File: src/design/stprd_pkg.sv
`timescale 1ns / 1ps
// Package for the stepper ramp delay generator: types, field widths and codes.
// Used by stprd_div and stepper_ramp_delay_generator_core; no dependencies.
package stprd_pkg;

  localparam int TSTEP_W = 32;
  localparam int DELAY_W = 24;
  localparam int CUR_W   = 32;
  localparam int POS_W   = 32;
  localparam int IN_TDATA_W  = 56;
  localparam int OUT_TDATA_W = 64;

  typedef enum logic [5:0] {
    S_IDLE  = 6'b000001,
    S_EVAL  = 6'b000010,
    S_DIV   = 6'b000100,
    S_APPLY = 6'b001000,
    S_RES   = 6'b010000,
    S_OUT   = 6'b100000
  } state_t;

  typedef enum logic [1:0] {
    M_HOLD      = 2'd0,
    M_DOWN_STOP = 2'd1,
    M_DOWN_SLEW = 2'd2,
    M_UP        = 2'd3
  } mode_t;

  typedef struct packed {
    logic busy;
    logic done;
  } div_sts_t;

endpackage

File: src/design/stprd_div.sv
`timescale 1ns / 1ps
// Restoring radix-2 unsigned divider, one quotient bit per cycle.
// Depends on stprd_pkg.
module stprd_div (
  input  logic                        clk,
  input  logic                        rst_n,
  input  logic                        start,
  input  logic [stprd_pkg::CUR_W-1:0] numer,
  input  logic [stprd_pkg::CUR_W-1:0] denom,
  output logic [stprd_pkg::CUR_W-1:0] quot,
  output stprd_pkg::div_sts_t         sts
);

  localparam int W   = stprd_pkg::CUR_W;
  localparam int CNW = $clog2(W);

  logic           busy_r, busy_nxt;
  logic           done_r, done_nxt;
  logic [CNW-1:0] cnt_r, cnt_nxt;
  logic [W-1:0]   rem_r, rem_nxt;
  logic [W-1:0]   quo_r, quo_nxt;
  logic [W-1:0]   den_r, den_nxt;
  logic [W+1:0]   diff;

  assign diff = {1'b0, rem_r, quo_r[W-1]} - {2'b00, den_r};

  always_comb begin
    busy_nxt = busy_r;
    done_nxt = 1'b0;
    cnt_nxt  = cnt_r;
    rem_nxt  = rem_r;
    quo_nxt  = quo_r;
    den_nxt  = den_r;
    if (start) begin
      busy_nxt = 1'b1;
      cnt_nxt  = '0;
      rem_nxt  = '0;
      quo_nxt  = numer;
      den_nxt  = denom;
    end else if (busy_r) begin
      if (diff[W+1]) begin
        rem_nxt = {rem_r[W-2:0], quo_r[W-1]};
        quo_nxt = {quo_r[W-2:0], 1'b0};
      end else begin
        rem_nxt = diff[W-1:0];
        quo_nxt = {quo_r[W-2:0], 1'b1};
      end
      cnt_nxt = cnt_r + CNW'(1);
      if (cnt_r == CNW'(W - 1)) begin
        busy_nxt = 1'b0;
        done_nxt = 1'b1;
      end
    end
  end

  always_ff @(posedge clk) begin
    if (!rst_n) begin
      busy_r <= 1'b0;
      done_r <= 1'b0;
      cnt_r  <= '0;
    end else begin
      busy_r <= busy_nxt;
      done_r <= done_nxt;
      cnt_r  <= cnt_nxt;
    end
    rem_r <= rem_nxt;
    quo_r <= quo_nxt;
    den_r <= den_nxt;
  end

  assign quot      = quo_r;
  assign sts.busy  = busy_r;
  assign sts.done  = done_r;

endmodule

File: src/design/stepper_ramp_delay_generator_core.sv
`timescale 1ns / 1ps
// Stepper step-delay generator, linear speed ramp, top level.
// Depends on stprd_pkg and stprd_div.
//
// Usage:
//   Each input item requests the next step and carries the stop step and
//   the cruise delay. One result item per request: step_delay (16.8 ticks,
//   0 once stopped on target) and position (steps made so far).
//   cfg_wr_en/cfg_wr_data write first_delay; write only while idle.
// Timing:
//   in_tready is high only while idle; one item is handled at a time.
//   A ramp step (acceleration or deceleration) runs one rounded division
//   on the shared 32-bit bit-serial divider; stop, first-step and hold
//   items skip the divider. The divider loop sets the rate of ramp items.
// Reset (rst_n low, synchronous): step count, ramp index, current and slew
//   delays and first_delay clear; no result pending.
// Stall: the result sits in the output register until out_tready; a new
//   item is taken meanwhile, and its result waits until the register frees.
module stepper_ramp_delay_generator_core #(
  parameter int COUNT_WIDTH = 32
) (
  input  logic                              clk,
  input  logic                              rst_n,
  input  logic                              cfg_wr_en,
  input  logic [stprd_pkg::DELAY_W-1:0]     cfg_wr_data,   // first_delay
  input  logic                              in_tvalid,
  output logic                              in_tready,
  // [31:0] stop_step, [55:32] cruise_delay
  input  logic [stprd_pkg::IN_TDATA_W-1:0]  in_tdata,
  output logic                              out_tvalid,
  input  logic                              out_tready,
  // [31:0] step_delay, [63:32] position
  output logic [stprd_pkg::OUT_TDATA_W-1:0] out_tdata
);

  localparam int CW = COUNT_WIDTH;
  localparam int DW = stprd_pkg::DELAY_W;
  localparam int XW = stprd_pkg::CUR_W;

  stprd_pkg::state_t state_r, state_nxt;
  stprd_pkg::mode_t  mode_r, mode_nxt;

  logic [DW-1:0] first_delay_r;
  logic [CW-1:0] step_count_r, step_count_nxt;
  logic [CW-1:0] ramp_r, ramp_nxt;
  logic [XW-1:0] cur_r, cur_nxt;
  logic [DW-1:0] slew_r, slew_nxt;
  logic [CW-1:0] tstep_r;
  logic [DW-1:0] tdelay_r;
  logic [XW-1:0] res_r, res_nxt;
  logic          out_valid_r;
  logic [XW-1:0] out_delay_r;
  logic [CW-1:0] out_pos_r;

  logic          in_acc;
  logic          out_free;
  logic [DW-1:0] slew_eff;
  logic [CW-1:0] proj;
  logic [CW-1:0] ramp_dn;
  logic [XW-1:0] q_up, q_dn, q_sel, numer;
  logic          div_start;
  logic [XW-1:0] div_quot;
  stprd_pkg::div_sts_t div_sts;

  assign in_acc   = in_tvalid && in_tready;
  assign out_free = !out_valid_r || out_tready;
  assign in_tready = (state_r == stprd_pkg::S_IDLE);

  assign slew_eff = (slew_r != '0 && slew_r != tdelay_r) ? '0 : slew_r;
  assign proj     = step_count_r + ramp_r;
  assign ramp_dn  = ramp_r - CW'(1);
  assign q_up     = (XW'(ramp_r) << 2) + XW'(1);
  assign q_dn     = (XW'(ramp_dn) << 2) - XW'(1);
  assign q_sel    = (mode_nxt == stprd_pkg::M_UP) ? q_up : q_dn;
  assign numer    = (cur_r << 1) + (q_sel >> 1);

  stprd_div u_div (
    .clk   (clk),
    .rst_n (rst_n),
    .start (div_start),
    .numer (numer),
    .denom (q_sel),
    .quot  (div_quot),
    .sts   (div_sts)
  );

  always_comb begin
    state_nxt      = state_r;
    mode_nxt       = mode_r;
    step_count_nxt = step_count_r;
    ramp_nxt       = ramp_r;
    cur_nxt        = cur_r;
    slew_nxt       = slew_r;
    res_nxt        = res_r;
    div_start      = 1'b0;
    unique case (state_r)
      stprd_pkg::S_IDLE: begin
        if (in_acc) state_nxt = stprd_pkg::S_EVAL;
      end
      stprd_pkg::S_EVAL: begin
        if (step_count_r >= tstep_r && ramp_r <= CW'(1)) begin
          ramp_nxt  = '0;
          res_nxt   = '0;
          state_nxt = stprd_pkg::S_OUT;
        end else begin
          slew_nxt       = slew_eff;
          step_count_nxt = step_count_r + CW'(1);
          if (ramp_r == '0) begin
            cur_nxt   = XW'(first_delay_r);
            ramp_nxt  = CW'(1);
            res_nxt   = XW'(first_delay_r);
            state_nxt = stprd_pkg::S_OUT;
          end else begin
            if (proj == tstep_r) begin
              mode_nxt = stprd_pkg::M_HOLD;
            end else if (proj > tstep_r) begin
              mode_nxt = stprd_pkg::M_DOWN_STOP;
            end else if (slew_eff == '0 && cur_r < XW'(tdelay_r)) begin
              mode_nxt = stprd_pkg::M_DOWN_SLEW;
            end else if (slew_eff == '0 && cur_r > XW'(tdelay_r)) begin
              mode_nxt = stprd_pkg::M_UP;
            end else begin
              mode_nxt = stprd_pkg::M_HOLD;
            end
            if (mode_nxt == stprd_pkg::M_HOLD) begin
              state_nxt = stprd_pkg::S_RES;
            end else begin
              ramp_nxt  = (mode_nxt == stprd_pkg::M_UP) ? ramp_r + CW'(1) : ramp_dn;
              div_start = 1'b1;
              state_nxt = stprd_pkg::S_DIV;
            end
          end
        end
      end
      stprd_pkg::S_DIV: begin
        if (div_sts.done) state_nxt = stprd_pkg::S_APPLY;
      end
      stprd_pkg::S_APPLY: begin
        cur_nxt   = (mode_r == stprd_pkg::M_UP) ? cur_r - div_quot : cur_r + div_quot;
        state_nxt = stprd_pkg::S_RES;
      end
      stprd_pkg::S_RES: begin
        case (mode_r)
          stprd_pkg::M_DOWN_STOP: slew_nxt = '0;
          stprd_pkg::M_DOWN_SLEW: if (cur_r >= XW'(tdelay_r)) slew_nxt = tdelay_r;
          stprd_pkg::M_UP:        if (cur_r <= XW'(tdelay_r)) slew_nxt = tdelay_r;
          default:                slew_nxt = slew_r;
        endcase
        res_nxt   = (slew_nxt != '0) ? XW'(slew_nxt) : cur_r;
        state_nxt = stprd_pkg::S_OUT;
      end
      stprd_pkg::S_OUT: begin
        if (out_free) state_nxt = stprd_pkg::S_IDLE;
      end
      default: state_nxt = stprd_pkg::S_IDLE;
    endcase
  end

  always_ff @(posedge clk) begin
    if (!rst_n) begin
      state_r       <= stprd_pkg::S_IDLE;
      mode_r        <= stprd_pkg::M_HOLD;
      first_delay_r <= '0;
      step_count_r  <= '0;
      ramp_r        <= '0;
      cur_r         <= '0;
      slew_r        <= '0;
      out_valid_r   <= 1'b0;
    end else begin
      state_r      <= state_nxt;
      mode_r       <= mode_nxt;
      step_count_r <= step_count_nxt;
      ramp_r       <= ramp_nxt;
      cur_r        <= cur_nxt;
      slew_r       <= slew_nxt;
      if (cfg_wr_en) first_delay_r <= cfg_wr_data;
      if (state_r == stprd_pkg::S_OUT && out_free) begin
        out_valid_r <= 1'b1;
      end else if (out_tready) begin
        out_valid_r <= 1'b0;
      end
    end
    res_r <= res_nxt;
    if (in_acc) begin
      tstep_r  <= in_tdata[CW-1:0];
      tdelay_r <= in_tdata[stprd_pkg::TSTEP_W +: DW];
    end
    if (state_r == stprd_pkg::S_OUT && out_free) begin
      out_delay_r <= res_r;
      out_pos_r   <= step_count_r;
    end
  end

  assign out_tvalid = out_valid_r;
  assign out_tdata  = {stprd_pkg::POS_W'(out_pos_r), out_delay_r};

  a_busy_after_accept: assert property (@(posedge clk) disable iff (!rst_n)
    in_acc |=> !in_tready)
    else $error("input accepted twice without finishing");

  a_div_done_in_div: assert property (@(posedge clk) disable iff (!rst_n)
    div_sts.done |-> state_r == stprd_pkg::S_DIV)
    else $error("divider finished outside division state");

  a_div_idle_when_ready: assert property (@(posedge clk) disable iff (!rst_n)
    in_tready |-> !div_sts.busy)
    else $error("divider busy while block idle");

endmodule
File: config.mk
export PLATFORM = sky130hd
export DESIGN_NAME = stepper_ramp_delay_generator_core
export DESIGN_NICKNAME = d
export VERILOG_FILES = /design/src/design/stprd_pkg.sv /design/src/design/stprd_div.sv /design/src/design/stepper_ramp_delay_generator_core.sv
export SDC_FILE = /design/constraint.sdc
export NUM_CORES = 1
export LEC_CHECK = 0
export ABC_AREA = 1
export BUFFER_PORTS_ARGS = -buffer_cell sky130_fd_sc_hd__buf_2
export CAP_MARGIN = 20
export CORE_MARGIN = 2
export CORE_UTILIZATION = 41
export CTS_CLUSTER_DIAMETER = 100
export DETAILED_ROUTE_END_ITERATION = 12
export RECOVER_POWER = 25
export SLEW_MARGIN = 0
export SYNTH_ARGS = -nofsm -noshare
export SYNTH_HDL_FRONTEND = slang
export SYNTH_SLANG_ARGS = --single-unit
File: constraint.sdc
create_clock -name clk -period 8.5 [get_ports clk]
set_input_delay 0.85 -clock clk [delete_from_list [all_inputs] [get_ports clk]]
set_output_delay 0.85 -clock clk [all_outputs]
set_load 0.01 [all_outputs]
==> impl_metrics.csv <==
group,metric,value,unit
worst_hold_path,hp-class,"reg2reg",
sta,fmax,131,MHz
sta,tns,0,ns
setup_path,crit_path_frequent_cell,"nand2_1",
setup_path,critPathKind,"reg2reg",
yosys,ys_seq_area_frac,0.348,
setup_path,cp.depth,38,
setup_path,crit_fanout,13,
detailed_routing,post_drt_via_cell_ratio,5.42,
grt,grt_max_degree,83,
yosys,synth_cell_types,59,
clocking,htree_levels,2,
sta,hold_viol_final,0,
clocking,cts_inserted_buffers,49,
clocking,cts_tree,"yes",
setup_path,slowest_delay,0.51,ns
grt,grtUsageMet1,0.363,
grt,met2_usage,0.379,
detailed_routing,drt_first_pass_iters,6,
clocking,holdBufCountCts,0,
sta,fin_crit,7.62,ns
grt,antenna_found_initial,3,
yosys,yosysWarnings,0,
setup_path,cp_data_required_time,8.84,ns
clocking,path_clk_slew,0.06,ns
die,core-area,71500,sq um
final_layout,area_delta_synth_final,10.9,%
grt,grt_pass1_vias,25800,
sta,worst_pin_slew,2.41,ns
die,die-area,74300,sq um
setup_path,path_buf_inv,2,
pwr,power_leakage,14.6,nW
yosys,synth-edff-count,215,
grt,grtUsageTotal,0.251,
detailed_routing,antenna_left,0,
placed_design,portBuffers,150,
grt,grt_busiest_layer,"met2",
die,std_cell_rows,98,
clocking,cts_buffer_depth,3,
grt,grt_overflow,0,
run,cap_violations,1,
worst_hold_path,min_to,"out_delay_r[10]",
setup_path,r2r_slack,0.88,ns
setup_path,worstSetupStartpointType,"register",
yosys,ys_seq_elements,407,
detailed_routing,vias,27800,
final_layout,antennaDiodeCount,0,
setup_path,r2r_end,"u_div.quot[28]",
yosys,postSynthAreaPerCell,7.32,sq um
worst_hold_path,whs_path_depth,0,
final_layout,layout.nets,4442,
status,run_status,"complete, but fails checks",
detailed_routing,wire_per_inst,18.4,um
status,violations,"capacitance limit, slew limit",
pwr,powerDensity,283,nW/um^2
yosys,syn_nets,4349,
sta,period_share,0.897,
setup_path,crit_slowest_cell,"o21ai_1",
die,die_w,273,um
placed_design,hpwl,72.2,mm
clocking,root_buffer,"clkbuf_16",
yosys,postSynthCellCount,4039,
die,start_util,0.414,
grt,grt_util_met3,0.0532,
die,io_pins,151,
pwr,vdd_drop_max,194,uV
final_layout,drive_gt1_frac,0.0738,
placed_design,gp_congestion,0.929,
sta,holdWs,0.404,ns
detailed_routing,drt_iter0_drc,2670,
yosys,synth_area,29600,sq um
sta,skew,0.0416,ns
yosys,ys.flop_type,"edfxtp_1",
setup_path,critPathTopFamily,"simple AND/OR/NAND/NOR gates",
clocking,cts_sinks,407,
setup_path,crit_path_end_kind,"register",
detailed_routing,finalWirelength,94.4,mm
sta,max_slew_margin,-0.604,
yosys,ys_async_sr_fraction,0,
grt,grt_first_pass_wirelength,147,mm
sta,setup_viol_count_final,0,
detailed_routing,route.detailed.drc,0,
setup_path,r2r_start,"ramp_r[1]",
setup_path,arrival,7.96,ns
sta,maxSlewViolCount,47,
clocking,insertion_delay,0.61,ns
setup_path,reg2reg_depth,38,
sta,rsz0062_at_grt,"no",
worst_hold_path,hp-start,"res_r[10]",
die,die_y,273,um
[worst reg2reg max path: cells and delay by family, from the launching register on]
family	cells	cell delay, ns
simple gates	22	2.79
compound gates	10	2.30
fa+ha+maj	3	1.12
buf+inv	2	0.50
flops	1	0.49
xor+xnor	1	0.18
[synthesized netlist by cell type, types with 32 or more instances]
master | n | area share
a31oi_1 | 50 | 0.011
a21oi_1 | 290 | 0.049
inv_1 | 469 | 0.060
xnor2_1 | 72 | 0.021
ha_1 | 221 | 0.094
nand2_1 | 814 | 0.10
nor3_1 | 68 | 0.012
xor2_1 | 125 | 0.037
buf_2 | 32 | 0.0054
edfxtp_1 | 215 | 0.22
nand4_1 | 127 | 0.027
nor2_1 | 405 | 0.051
nor4_1 | 37 | 0.0078
dfxtp_1 | 192 | 0.13
nand3_1 | 290 | 0.049
o21ai_0 | 258 | 0.044
clkbuf_1 | 105 | 0.013
[where the power goes]
part | internal (mW) | total, mW | leakage [nW] | switching, mW
registers | 2.37 | 2.59 | 3.52 | 0.223
logic | 1.44 | 4.56 | 10.3 | 3.12
clock network | 1.25 | 2.13 | 0.778 | 0.880
total | 5.06 | 9.29 | 14.6 | 4.22
[stage by stage]
stage	power, mW	worst slack (ns)	area (sq um)	cells	utilization
floorplan	5.78	2.26	29600	4039	-
global placement	7.09	0.856	31200	5030	0.437
detailed placement	7.11	0.733	31200	5031	0.437
CTS	9.27	0.724	32800	5122	0.459
global route	9.98	0.164	32800	5122	0.458
finish	9.29	0.876	32800	5122	0.458
[kinds of logic (layout without fill, tap and decap cells)]
family	Yosys count	in the layout	share of synthesized area
simple gates	1848	1848	0.277
compound gates	729	729	0.136
buf+inv	631	764	0.0825
flops	407	407	0.348
fa+ha+maj	225	225	0.0962
xor+xnor	199	199	0.0595
[worst max-delay path by stage]
stage,slack (ns),startpoint,endpoint
floorplan,2.26,ramp_r[0],u_div.quot[30]
global placement,0.86,ramp_r[1],u_div.quot[28]
detailed placement,0.73,ramp_r[1],u_div.quot[28]
CTS,0.72,ramp_r[1],u_div.quot[28]
global route,0.16,ramp_r[1],u_div.quot[30]
finish,0.88,ramp_r[1],u_div.quot[28]
[cell type report]
| type | instances | area, sq um |
|---|---|---|
| clock buffer | 72 | 1420 |
| clock inverter | 19 | 201 |
| sequential | 407 | 10300 |
| timing repair buffer | 189 | 983 |
| fill | 7298 | 38700 |
| tap | 950 | 1190 |
| inverter | 484 | 1820 |
| multi-input combinational | 3001 | 16900 |
[cell usage in the layout (no fill, tap or decap), drive strengths merged, types with 16 or more instances in the layout]
master,netlist,layout
a21oi,290,290
a31oi,50,50
buf,42,137
clkbuf,105,124
dfxtp,192,192
edfxtp,215,215
ha,221,221
inv,481,483
nand2,826,826
nand3,293,293
nand3b,16,16
nand4,128,128
nor2,426,426
nor3,74,74
nor4,38,38
o211ai,31,31
o21ai,279,279
or2,30,30
xnor2,72,72
xor2,127,127
[state kept, by name, summed over array words and instances (netlist names)]
| register | count |
|---|---|
| step_count_r | 32 |
| cur_r | 32 |
| u_div.cnt_r | 5 |
| mode_r | 2 |
| tdelay_r | 24 |
| u_div.busy_r | 1 |
| tstep_r | 32 |
| u_div.den_r | 31 |
| res_r | 32 |
| u_div.rem_r | 32 |
| slew_r | 24 |
| u_div.quot | 32 |
| first_delay_r | 24 |
| out_pos_r | 32 |
| out_delay_r | 32 |
| out_tvalid | 1 |
| ramp_r | 32 |
| u_div.done_r | 1 |
| state_r | 6 |
[layer usage]
metal | wire length (um) | vias to the layer above
met2 | 40400 | 940
met4 | 2120 | 4
li1 | - | 13900
met3 | 7860 | 132
met5 | 27 | -
met1 | 44000 | 12800
[repair_timing]
item / CTS / global route
gates resized for setup: 0 / 1
setup endpoints to repair: 0 / 5
buffers inserted: 0 / 0
Power figures use the tool's default switching activity.
